==> config.mk <==
export PLATFORM = sky130hd
export DESIGN_NAME = greedy_nearest_neighbor_order
export DESIGN_NICKNAME = d
export VERILOG_FILES = /design/src/rtl/core/gnno_pkg.sv /design/src/rtl/core/gnno_front.sv /design/src/rtl/core/gnno_cmdq.sv /design/src/rtl/core/gnno_outq.sv /design/src/rtl/core/gnno_back.sv /design/src/rtl/core/greedy_nearest_neighbor_order.sv
export VERILOG_INCLUDE_DIRS = /design/src /design/src/rtl/core
export SDC_FILE = /design/constraint.sdc
export NUM_CORES = 2
export LEC_CHECK = 0
export BUFFER_PORTS_ARGS = -buffer_cell sky130_fd_sc_hd__buf_2
export CORE_MARGIN = 8
export CORE_UTILIZATION = 52
export DETAILED_ROUTE_END_ITERATION = 8
export GPL_TIMING_DRIVEN = 0
export PLACE_DENSITY = 0.67
export SETUP_SLACK_MARGIN = 0.5
export SLEW_MARGIN = 20
export SYNTH_ARGS = -nofsm -noshare
export SYNTH_HDL_FRONTEND = slang
export SYNTH_SLANG_ARGS = --single-unit
==> constraint.sdc <==
create_clock -name clk -period 7.35 [get_ports clk]
set_input_delay 0.735 -clock clk [delete_from_list [all_inputs] [get_ports clk]]
set_output_delay 0.735 -clock clk [all_outputs]
set_load 0.01 [all_outputs]
==> src/rtl/core/greedy_nearest_neighbor_order_assert.svh <==
// Assertion macros shared by the ordering block.
// Each macro names the assertion, checks on the rising edge of clk and is
// disabled while arst_n is low.
`ifndef GREEDY_NEAREST_NEIGHBOR_ORDER_ASSERT_SVH
`define GREEDY_NEAREST_NEIGHBOR_ORDER_ASSERT_SVH

// The consequent must hold in the same cycle as the antecedent.
`define GNNO_ASSERT(lbl, ante, cons, msg) \
	lbl: assert property (@(posedge clk) disable iff (!arst_n) (ante) |-> (cons)) \
		else $error(msg);

// The consequent must hold in the cycle after the antecedent.
`define GNNO_ASSERT_NEXT(lbl, ante, cons, msg) \
	lbl: assert property (@(posedge clk) disable iff (!arst_n) (ante) |=> (cons)) \
		else $error(msg);

`endif

==> src/rtl/core/gnno_pkg.sv <==
package gnno_pkg;

	// Store size and field widths.
	localparam int MAX_POINTS  = 64;
	localparam int COORD_WIDTH = 16;
	localparam int ID_WIDTH    = 16;
	localparam int IDX_W       = $clog2(MAX_POINTS);
	localparam int CNT_W       = $clog2(MAX_POINTS + 1);

	// Distance arithmetic widths: difference, square, sum of two squares.
	localparam int DIFF_W = COORD_WIDTH + 1;
	localparam int SQ_W   = 2 * DIFF_W;
	localparam int DIST_W = SQ_W + 1;

	// Queue sizes.
	localparam int CMDQ_DEPTH = 2;
	localparam int CMDQ_PTR_W = $clog2(CMDQ_DEPTH);
	localparam int CMDQ_CNT_W = $clog2(CMDQ_DEPTH + 1);
	localparam int OUTQ_DEPTH = 4;
	localparam int OUTQ_PTR_W = $clog2(OUTQ_DEPTH);
	localparam int OUTQ_CNT_W = $clog2(OUTQ_DEPTH + 1);

	// Input opcodes.
	localparam logic OP_LOAD = 1'b0;
	localparam logic OP_RUN  = 1'b1;

	// Command kinds passed from the front end to the back end.
	typedef enum logic {
		CMD_STORE,
		CMD_RUN
	} cmd_kind_t;

	// Back end sequencer states.
	typedef enum logic [1:0] {
		B_IDLE,
		B_SCAN,
		B_EMIT
	} back_state_t;

	typedef struct packed {
		logic                          opcode;
		logic signed [COORD_WIDTH-1:0] x_coord;
		logic signed [COORD_WIDTH-1:0] y_coord;
		logic [ID_WIDTH-1:0]           hit_id;
	} in_item_t;

	typedef struct packed {
		logic [ID_WIDTH-1:0] ordered_id;
		logic                last;
		logic                overflow;
	} result_t;

	// For a store, num is the slot; for a run, num is the number of points.
	typedef struct packed {
		cmd_kind_t                     kind;
		logic signed [COORD_WIDTH-1:0] x;
		logic signed [COORD_WIDTH-1:0] y;
		logic [ID_WIDTH-1:0]           id;
		logic [CNT_W-1:0]              num;
		logic                          overflow;
	} cmd_t;

	typedef struct packed {
		logic signed [COORD_WIDTH-1:0] x;
		logic signed [COORD_WIDTH-1:0] y;
		logic [ID_WIDTH-1:0]           id;
	} point_t;

endpackage

==> src/rtl/core/gnno_front.sv <==
module gnno_front import gnno_pkg::*; (
	input  logic     clk,
	input  logic     arst_n,
	input  logic     push,
	input  in_item_t item,
	output logic     full,
	output logic     cmd_push,
	output cmd_t     cmd,
	input  logic     cmd_full
);

	logic [CNT_W-1:0] count_q;
	logic             dropped_q;
	logic             accept;
	logic             is_run;
	logic             has_room;

	// An item is taken whenever the command queue has room.
	assign full     = cmd_full;
	assign accept   = push && !full;
	assign is_run   = (item.opcode == OP_RUN);
	assign has_room = (count_q < CNT_W'(MAX_POINTS));

	// Dropped loads never reach the back end.
	assign cmd_push = accept && (is_run || has_room);

	// Build the command: the slot for a store, the point count for a run.
	always_comb begin
		cmd.kind     = is_run ? CMD_RUN : CMD_STORE;
		cmd.x        = item.x_coord;
		cmd.y        = item.y_coord;
		cmd.id       = item.hit_id;
		cmd.num      = count_q;
		cmd.overflow = dropped_q;
	end

	// Track the fill level of the store and whether a load was dropped.
	always_ff @(posedge clk or negedge arst_n) begin
		if (!arst_n) begin
			count_q   <= '0;
			dropped_q <= 1'b0;
		end else if (accept) begin
			if (is_run) begin
				count_q   <= '0;
				dropped_q <= 1'b0;
			end else if (has_room) begin
				count_q <= count_q + CNT_W'(1);
			end else begin
				dropped_q <= 1'b1;
			end
		end
	end

endmodule

==> src/rtl/core/gnno_cmdq.sv <==
module gnno_cmdq import gnno_pkg::*; (
	input  logic clk,
	input  logic arst_n,
	input  logic push,
	input  cmd_t cmd,
	output logic full,
	input  logic pop,
	output cmd_t head,
	output logic empty
);

	cmd_t                  slots_q [CMDQ_DEPTH];
	logic [CMDQ_PTR_W-1:0] wr_ptr_q;
	logic [CMDQ_PTR_W-1:0] rd_ptr_q;
	logic [CMDQ_CNT_W-1:0] fill_q;
	logic                  do_push;
	logic                  do_pop;

	assign full    = (fill_q == CMDQ_CNT_W'(CMDQ_DEPTH));
	assign empty   = (fill_q == '0);
	assign do_push = push && !full;
	assign do_pop  = pop && !empty;
	assign head    = slots_q[rd_ptr_q];

	// Pointers and fill level.
	always_ff @(posedge clk or negedge arst_n) begin
		if (!arst_n) begin
			wr_ptr_q <= '0;
			rd_ptr_q <= '0;
			fill_q   <= '0;
		end else begin
			if (do_push) begin
				wr_ptr_q <= (wr_ptr_q == CMDQ_PTR_W'(CMDQ_DEPTH - 1)) ? '0 :
					wr_ptr_q + CMDQ_PTR_W'(1);
			end
			if (do_pop) begin
				rd_ptr_q <= (rd_ptr_q == CMDQ_PTR_W'(CMDQ_DEPTH - 1)) ? '0 :
					rd_ptr_q + CMDQ_PTR_W'(1);
			end
			case ({do_push, do_pop})
				2'b10:   fill_q <= fill_q + CMDQ_CNT_W'(1);
				2'b01:   fill_q <= fill_q - CMDQ_CNT_W'(1);
				default: fill_q <= fill_q;
			endcase
		end
	end

	// Entry storage.
	always_ff @(posedge clk) begin
		if (do_push) begin
			slots_q[wr_ptr_q] <= cmd;
		end
	end

endmodule

==> src/rtl/core/gnno_outq.sv <==
module gnno_outq import gnno_pkg::*; (
	input  logic    clk,
	input  logic    arst_n,
	input  logic    push,
	input  result_t res,
	output logic    full,
	input  logic    pop,
	output result_t result,
	output logic    empty
);

	result_t               slots_q [OUTQ_DEPTH];
	logic [OUTQ_PTR_W-1:0] wr_ptr_q;
	logic [OUTQ_PTR_W-1:0] rd_ptr_q;
	logic [OUTQ_CNT_W-1:0] fill_q;
	logic                  do_push;
	logic                  do_pop;

	assign full    = (fill_q == OUTQ_CNT_W'(OUTQ_DEPTH));
	assign empty   = (fill_q == '0);
	assign do_push = push && !full;
	assign do_pop  = pop && !empty;
	assign result  = slots_q[rd_ptr_q];

	// Pointers and fill level.
	always_ff @(posedge clk or negedge arst_n) begin
		if (!arst_n) begin
			wr_ptr_q <= '0;
			rd_ptr_q <= '0;
			fill_q   <= '0;
		end else begin
			if (do_push) begin
				wr_ptr_q <= (wr_ptr_q == OUTQ_PTR_W'(OUTQ_DEPTH - 1)) ? '0 :
					wr_ptr_q + OUTQ_PTR_W'(1);
			end
			if (do_pop) begin
				rd_ptr_q <= (rd_ptr_q == OUTQ_PTR_W'(OUTQ_DEPTH - 1)) ? '0 :
					rd_ptr_q + OUTQ_PTR_W'(1);
			end
			case ({do_push, do_pop})
				2'b10:   fill_q <= fill_q + OUTQ_CNT_W'(1);
				2'b01:   fill_q <= fill_q - OUTQ_CNT_W'(1);
				default: fill_q <= fill_q;
			endcase
		end
	end

	// Entry storage.
	always_ff @(posedge clk) begin
		if (do_push) begin
			slots_q[wr_ptr_q] <= res;
		end
	end

endmodule

==> src/rtl/core/gnno_back.sv <==
module gnno_back import gnno_pkg::*; (
	input  logic    clk,
	input  logic    arst_n,
	input  cmd_t    cmd,
	input  logic    cmd_empty,
	output logic    cmd_pop,
	output logic    res_push,
	output result_t res,
	input  logic    res_full
);

	// Sequencer and run state.
	back_state_t                   state_q;
	back_state_t                   state_d;
	logic [CNT_W-1:0]              count_q;
	logic [CNT_W-1:0]              emitted_q;
	logic [CNT_W-1:0]              rd_idx_q;
	logic                          overflow_q;
	logic signed [COORD_WIDTH-1:0] qx_q;
	logic signed [COORD_WIDTH-1:0] qy_q;
	logic [MAX_POINTS-1:0]         used_mask_q;

	// Point memory.
	point_t                        points_q [MAX_POINTS];

	// Distance pipeline.
	logic                          busy_s1, busy_s2, busy_s3;
	logic                          live_s1, live_s2, live_s3;
	logic [IDX_W-1:0]              idx_s1, idx_s2, idx_s3;
	point_t                        pt_s1, pt_s2, pt_s3;
	logic signed [DIFF_W-1:0]      dx_s2, dy_s2;
	logic [SQ_W-1:0]               sqx_s3, sqy_s3;

	// Best candidate of the current scan.
	logic                          found_q;
	logic [DIST_W-1:0]             best_d_q;
	logic [IDX_W-1:0]              best_idx_q;
	point_t                        best_pt_q;

	logic                          issue;
	logic                          scan_done;
	logic                          store_wr;
	logic                          start_run;
	logic                          emit_fire;
	logic                          last_hit;
	logic                          better;
	logic                          clean_idle;
	logic signed [SQ_W-1:0]        dxw, dyw;
	logic [DIST_W-1:0]             cand_d;

	// Command decode while idle.
	assign store_wr  = cmd_pop && (cmd.kind == CMD_STORE);
	assign start_run = cmd_pop && (cmd.kind == CMD_RUN) && (cmd.num != '0);

	// Scan control: one memory read per cycle, then the pipeline drains.
	assign issue     = (state_q == B_SCAN) && (rd_idx_q < count_q);
	assign scan_done = (state_q == B_SCAN) && !issue && !busy_s1 && !busy_s2 && !busy_s3;
	assign last_hit  = ((emitted_q + CNT_W'(1)) == count_q);
	assign emit_fire = res_push && !res_full;

	// Result for the nearest unused point.
	always_comb begin
		res.ordered_id = best_pt_q.id;
		res.last       = last_hit;
		res.overflow   = overflow_q;
	end

	// Next state.
	always_comb begin
		state_d = state_q;
		unique case (state_q)
			B_IDLE: begin
				if (start_run) begin
					state_d = B_SCAN;
				end
			end
			B_SCAN: begin
				if (scan_done) begin
					state_d = B_EMIT;
				end
			end
			B_EMIT: begin
				if (emit_fire) begin
					state_d = last_hit ? B_IDLE : B_SCAN;
				end
			end
			default: state_d = B_IDLE;
		endcase
	end

	// State outputs.
	always_comb begin
		cmd_pop  = 1'b0;
		res_push = 1'b0;
		unique case (state_q)
			B_IDLE:  cmd_pop  = !cmd_empty;
			B_SCAN:  cmd_pop  = 1'b0;
			B_EMIT:  res_push = 1'b1;
			default: cmd_pop  = 1'b0;
		endcase
	end

	// Sequencer, run counters and used mask.
	always_ff @(posedge clk or negedge arst_n) begin
		if (!arst_n) begin
			state_q     <= B_IDLE;
			count_q     <= '0;
			emitted_q   <= '0;
			rd_idx_q    <= '0;
			overflow_q  <= 1'b0;
			used_mask_q <= '0;
			found_q     <= 1'b0;
		end else begin
			state_q <= state_d;
			if (start_run) begin
				count_q     <= cmd.num;
				overflow_q  <= cmd.overflow;
				emitted_q   <= '0;
				rd_idx_q    <= '0;
				used_mask_q <= '0;
				found_q     <= 1'b0;
			end else if (emit_fire) begin
				emitted_q <= emitted_q + CNT_W'(1);
				rd_idx_q  <= '0;
				found_q   <= 1'b0;
				if (last_hit) begin
					used_mask_q <= '0;
				end else begin
					used_mask_q[best_idx_q] <= 1'b1;
				end
			end else begin
				if (issue) begin
					rd_idx_q <= rd_idx_q + CNT_W'(1);
				end
				if (better) begin
					found_q <= 1'b1;
				end
			end
		end
	end

	// Query position: the start position, then each emitted point.
	always_ff @(posedge clk) begin
		if (start_run) begin
			qx_q <= cmd.x;
			qy_q <= cmd.y;
		end else if (emit_fire) begin
			qx_q <= best_pt_q.x;
			qy_q <= best_pt_q.y;
		end
	end

	// Point memory: one write port for loads, one registered read port for scans.
	always_ff @(posedge clk) begin
		if (store_wr) begin
			points_q[cmd.num[IDX_W-1:0]] <= '{x: cmd.x, y: cmd.y, id: cmd.id};
		end
		pt_s1 <= points_q[rd_idx_q[IDX_W-1:0]];
	end

	// Pipeline occupancy; a live entry is one not yet used in this run.
	always_ff @(posedge clk or negedge arst_n) begin
		if (!arst_n) begin
			busy_s1 <= 1'b0;
			busy_s2 <= 1'b0;
			busy_s3 <= 1'b0;
			live_s1 <= 1'b0;
			live_s2 <= 1'b0;
			live_s3 <= 1'b0;
		end else begin
			busy_s1 <= issue;
			busy_s2 <= busy_s1;
			busy_s3 <= busy_s2;
			live_s1 <= issue && !used_mask_q[rd_idx_q[IDX_W-1:0]];
			live_s2 <= live_s1;
			live_s3 <= live_s2;
		end
	end

	// Differences and squares.
	assign dxw = SQ_W'(dx_s2);
	assign dyw = SQ_W'(dy_s2);

	always_ff @(posedge clk) begin
		idx_s1 <= rd_idx_q[IDX_W-1:0];
		idx_s2 <= idx_s1;
		idx_s3 <= idx_s2;
		pt_s2  <= pt_s1;
		pt_s3  <= pt_s2;
		dx_s2  <= DIFF_W'(pt_s1.x) - DIFF_W'(qx_q);
		dy_s2  <= DIFF_W'(pt_s1.y) - DIFF_W'(qy_q);
		sqx_s3 <= $unsigned(dxw * dxw);
		sqy_s3 <= $unsigned(dyw * dyw);
	end

	// Compare against the best so far; a strict less-than keeps the earliest slot.
	assign cand_d = DIST_W'(sqx_s3) + DIST_W'(sqy_s3);
	assign better = live_s3 && (!found_q || (cand_d < best_d_q));

	always_ff @(posedge clk) begin
		if (better) begin
			best_d_q   <= cand_d;
			best_idx_q <= idx_s3;
			best_pt_q  <= pt_s3;
		end
	end

	// Idle with no point marked as used.
	assign clean_idle = (state_q == B_IDLE) && (used_mask_q == '0);

	`include "greedy_nearest_neighbor_order_assert.svh"

	`GNNO_ASSERT(a_emit_has_candidate, state_q == B_EMIT, found_q, "emit without a candidate")
	`GNNO_ASSERT(a_emit_unused, state_q == B_EMIT, !used_mask_q[best_idx_q], "point emitted twice")
	`GNNO_ASSERT(a_best_in_store, found_q, CNT_W'(best_idx_q) < count_q, "candidate beyond store")
	`GNNO_ASSERT_NEXT(a_run_clean, emit_fire && last_hit, clean_idle, "run did not end clean")

endmodule

==> src/rtl/core/greedy_nearest_neighbor_order.sv <==
// Greedy nearest-neighbor ordering of up to MAX_POINTS 2D points (signed Q9.7).
// A load item stores one point with its hit id; loads beyond the store
// size are dropped and flag overflow on every result of the next run. A
// run item gives a start position: the block emits the id of the stored point
// nearest it (squared Euclidean distance, earliest loaded point on ties), then
// the unused point nearest the last one emitted, until all N stored points are
// out; the final result has last set, and the store is then empty. A run with
// no stored points emits nothing. For each result every stored point is read
// once through the single read port of the point memory, the last read then
// passes the three pipeline stages (read data, difference, square and
// compare), the sequencer then sees that the scan has drained and hands the
// result over, waiting while the output queue is full. Items queue in a
// two-entry command queue and results in a four-entry output queue, so both
// sides may stall independently.
module greedy_nearest_neighbor_order import gnno_pkg::*; (
	input  logic     clk,
	input  logic     arst_n,
	input  logic     push,
	input  in_item_t item,
	output logic     full,
	input  logic     pop,
	output result_t  result,
	output logic     empty
);

	logic    cmd_push;
	cmd_t    cmd;
	logic    cmd_full;
	cmd_t    cmd_head;
	logic    cmd_empty;
	logic    cmd_pop;
	logic    res_push;
	result_t res;
	logic    res_full;

	// Front end: classifies items and tracks the store fill level.
	gnno_front u_front (
		.clk      (clk),
		.arst_n   (arst_n),
		.push     (push),
		.item     (item),
		.full     (full),
		.cmd_push (cmd_push),
		.cmd      (cmd),
		.cmd_full (cmd_full)
	);

	// Command queue between the front and back ends.
	gnno_cmdq u_cmdq (
		.clk    (clk),
		.arst_n (arst_n),
		.push   (cmd_push),
		.cmd    (cmd),
		.full   (cmd_full),
		.pop    (cmd_pop),
		.head   (cmd_head),
		.empty  (cmd_empty)
	);

	// Back end: point memory and nearest-neighbor scan.
	gnno_back u_back (
		.clk       (clk),
		.arst_n    (arst_n),
		.cmd       (cmd_head),
		.cmd_empty (cmd_empty),
		.cmd_pop   (cmd_pop),
		.res_push  (res_push),
		.res       (res),
		.res_full  (res_full)
	);

	// Result queue toward the consumer.
	gnno_outq u_outq (
		.clk    (clk),
		.arst_n (arst_n),
		.push   (res_push),
		.res    (res),
		.full   (res_full),
		.pop    (pop),
		.result (result),
		.empty  (empty)
	);

endmodule
==> summary.md <==
| Metric | Value |
|---|---|
| Status | `completed` |
| Worst Max-Slew Pin Slew | `1.24 ns` |
| DR WL/cell | `31.1 um` |
| Antenna violations before repair | `44` |
| Total wire length | `416 mm` |
| RD Place Congestion | `0.860` |
| Iteration-0 DRC Markers | `9315` |
| Top_reg_cell synth | `edfxtp_1` |
| Synth async-reset ratio | `0.0304` |
| Final Skew | `0.100 ns` |
| Vias | `81.4k` |
| Worst EP required | `8.14 ns` |
| Synth area leader | `edfxtp_1` |
| Synthesized instance count | `8235` |
| Footprint of the multi-input gates | `47800 sq um` |
| CTS Sinks | `3755` |
| I/O pin count | `73` |
| Final Util | `0.598` |
| ANT nets after route | `0` |
| Startpoint Class | `register` |
| Grt total ovfl | `0` |
| Yosys warnings | `0` |
| Layout cells sized above 1 | `0.245` |
| Syn nets | `9123` |
| CORE AREA | `308000 sq um` |
| CTS tree | `yes` |
| Synth Cell Area | `161000 sq um` |
| Crit path kind | `register to register` |
| Endpoints failing setup | `0` |
| Design Area, Final | `184000 sq um` |
| Clk Tree Root Cell | `clkbuf_16` |
| Crit path max fanout | `10` |
| Max Root-Sink Buffers | `4` |
| Crit. End Element | `register` |
| First-pass GRT wire length | `594 mm` |
| Yosys top cell area share | `0.631` |
| Clock Latency Late Sink | `0.95 ns` |
| # fillers | `22.0k` |
| EDFF count, synth | `3379` |
| Largest net degree at the start of global routing | `69` |
| Num rows | `204` |
| Syn avg cell area | `19.5 sq um` |
| Area contributors post-synth | `edfxtp_1 (63%), mux4_2 (15%), fa_1 (6.6%)` |
| Maximum clock rate | `151 MHz` |
| Synth unique cells | `75` |
| Slew headroom | `0.176` |
| Setup TNS | `0 ns` |
| TritonCTS Buffers | `370` |
| Fin crit share | `0.901` |
| Residual DRC | `0` |
| HP Class | `input port to register` |
| Die X | `572 um` |
| Crit path time final | `6.63 ns` |
| #FFs+latches synth | `3755` |
| Clock slew at reported path FFs | `0.06 ns` |
| Placed inst area | `171000 sq um` |
| Crit path DAT | `7.42 ns` |
| Starting Density | `0.522` |
| Die Span Y | `572 um` |
| I/O Buffers | `72` |
| All-Layer GR Usage | `0.252` |
| Final hold violation count | `0` |
| Sequential area share after synthesis | `0.681` |
| H-Tree Depth | `5` |
| Max-cap violations | `0` |
| Vias in the first global route | `84.5k` |
| Final Max Slew Viols | `0` |
| Fin nets | `9817` |
| Die Area | `327000 sq um` |
| Layout area overhead | `14.6%` |
| Register area | `110000 sq um` |
| RSZ-0062 raised after global routing | `true` |
| DP Wirelength | `296 mm` |
| Post-DR vias/cell | `6.08` |
| Number of detailed-routing iterations run before antenna repair | `6` |
[cells in the mapped netlist (9+ instances only)]
cell,instances
xnor2_1,122
a21o_1,43
clkbuf_1,194
o211ai_1,13
dfrtp_1,114
inv_1,784
a21oi_1,89
a211oi_1,11
nand2_1,300
or2_2,9
buf_1,47
or3_1,15
nand3_1,37
xor2_1,35
and2_1,110
fa_1,533
and3_1,13
nor2_1,195
dfxtp_1,262
ha_1,302
nor2b_1,44
o21bai_1,9
mux2_2,83
o21ai_0,127
o21ai_1,12
nor3_1,42
edfxtp_1,3379
nand2b_1,25
o21a_1,22
mux2i_1,11
nand4_1,12
a31o_2,11
mux4_2,1047
a21boi_0,10
buf_2,65
[sequential cells by signal, summed over array words and instances, names as in the netlist, 16 cells and up]
signal,flops
u_back.pt_s1,48
u_back.dx_s2,17
u_cmdq.slots_q,114
u_back.best_d_q,35
u_back.pt_s3,48
u_back.res,16
u_outq.slots_q,72
u_back.sqy_s3,33
u_back.pt_s2,48
u_back.qx_q,16
u_back.qy_q,16
u_back.sqx_s3,33
u_back.dy_s2,17
u_back.points_q,3072
u_back.used_mask_q,64
u_back.best_pt_q,32
[metrics by stage]
stage	hold WS, ns	instances	setup WS, ns
after floorplan	0.310	8235	1.02
after global placement	0.310	12427	-2.80
after detailed placement	0.312	12626	-0.658
after CTS	0.00309	13352	0.470
after global routing	0.0330	13365	0.488
final	0.0644	13388	0.725
[cell families (layout without fill, tap and decap cells)]
family	after synthesis	in the layout	share of synthesized area
other cells	0	27	0
flops	3755	3755	0.681
fa+ha+maj	835	835	0.0899
buf+inv	1097	2103	0.0263
compound gates	413	413	0.0163
simple gates	837	837	0.0246
xor+xnor	157	157	0.00855
mux	1141	1141	0.153
[per-layer routing]
metal / up-vias / GRT usage / wire length [um]
met5: - / 0 / 185
met4: 26 / 0.0888 / 16400
met3: 824 / 0.0512 / 38500
met2: 3844 / 0.425 / 208000
met1: 43458 / 0.330 / 153000
li1: 33289 / - / -
[cell type report]
class | count | share of cell area
timing repair buffer | 322 | 0.0287
sequential | 3755 | 0.595
tap | 4120 | 0.0280
clock inverter | 207 | 0.0111
multi-input combinational | 3383 | 0.259
clock buffer | 477 | 0.0541
inverter | 788 | 0.0161
antenna | 27 | 0.000366
buffer | 309 | 0.00782
[worst max-delay path, cell delays in order (launching register included)]
cell,delay (ns)
dfxtp_2,0.40
clkbuf_8,0.21
buf_4,0.21
nand2_1,0.09
fa_1,0.52
inv_1,0.07
fa_1,0.51
inv_1,0.06
fa_1,0.53
inv_1,0.05
fa_1,0.46
fa_1,0.49
inv_1,0.05
fa_1,0.47
inv_1,0.07
ha_1,0.34
a21o_1,0.20
a21o_1,0.18
a221o_1,0.39
a21oi_4,0.18
o21ai_2,0.15
a2111oi_4,0.34
o21bai_1,0.14
a21oi_2,0.24
xnor2_4,0.19
[cell usage in the layout (no fill, tap or decap), drive strengths merged, types with 37 or more instances in the layout]
cell type / n
nor3: 42
dlygate4sd3: 39
o21ai: 140
buf: 401
clkbuf: 668
ha: 302
and2: 110
mux2: 83
fa: 533
clkinv: 146
inv: 799
edfxtp: 3379
dfxtp: 262
nor2: 195
nand3: 37
a21o: 43
mux4: 1047
dfrtp: 114
xnor2: 122
nor2b: 44
a21oi: 91
nand2: 300
[path summary, 6_finish.rpt]
kind	end	slack, ns	start	cells past startpoint
setup / recovery	u_back.sqx_s3[32]	0.72	u_back.dx_s2[5]	24
hold / removal	u_cmdq.slots_q[1][43]	0.06	item[35]	1
setup reg to reg	u_back.sqx_s3[32]	0.72	u_back.dx_s2[5]	24
hold reg to reg	u_back.idx_s3[4]	0.32	u_back.idx_s2[4]	0
max in group asynchronous	u_front.count_q[2]	6.28	arst_n	3
min in group asynchronous	u_back.used_mask_q[5]	0.34	arst_n	2
[repair_timing]
item                                    4_1_cts  5_1_grt
cloned                                        0        0
endpoints found under the setup margin       22       12
endpoints found under the hold margin       120        0
gates resized for setup                      79       65
buffers inserted                              3        6
pin swaps                                     5        8
hold buffers                                 39        0
Power is not shown: default switching activity piles up to over one toggle a cycle in this logic, so the estimate is an artifact.
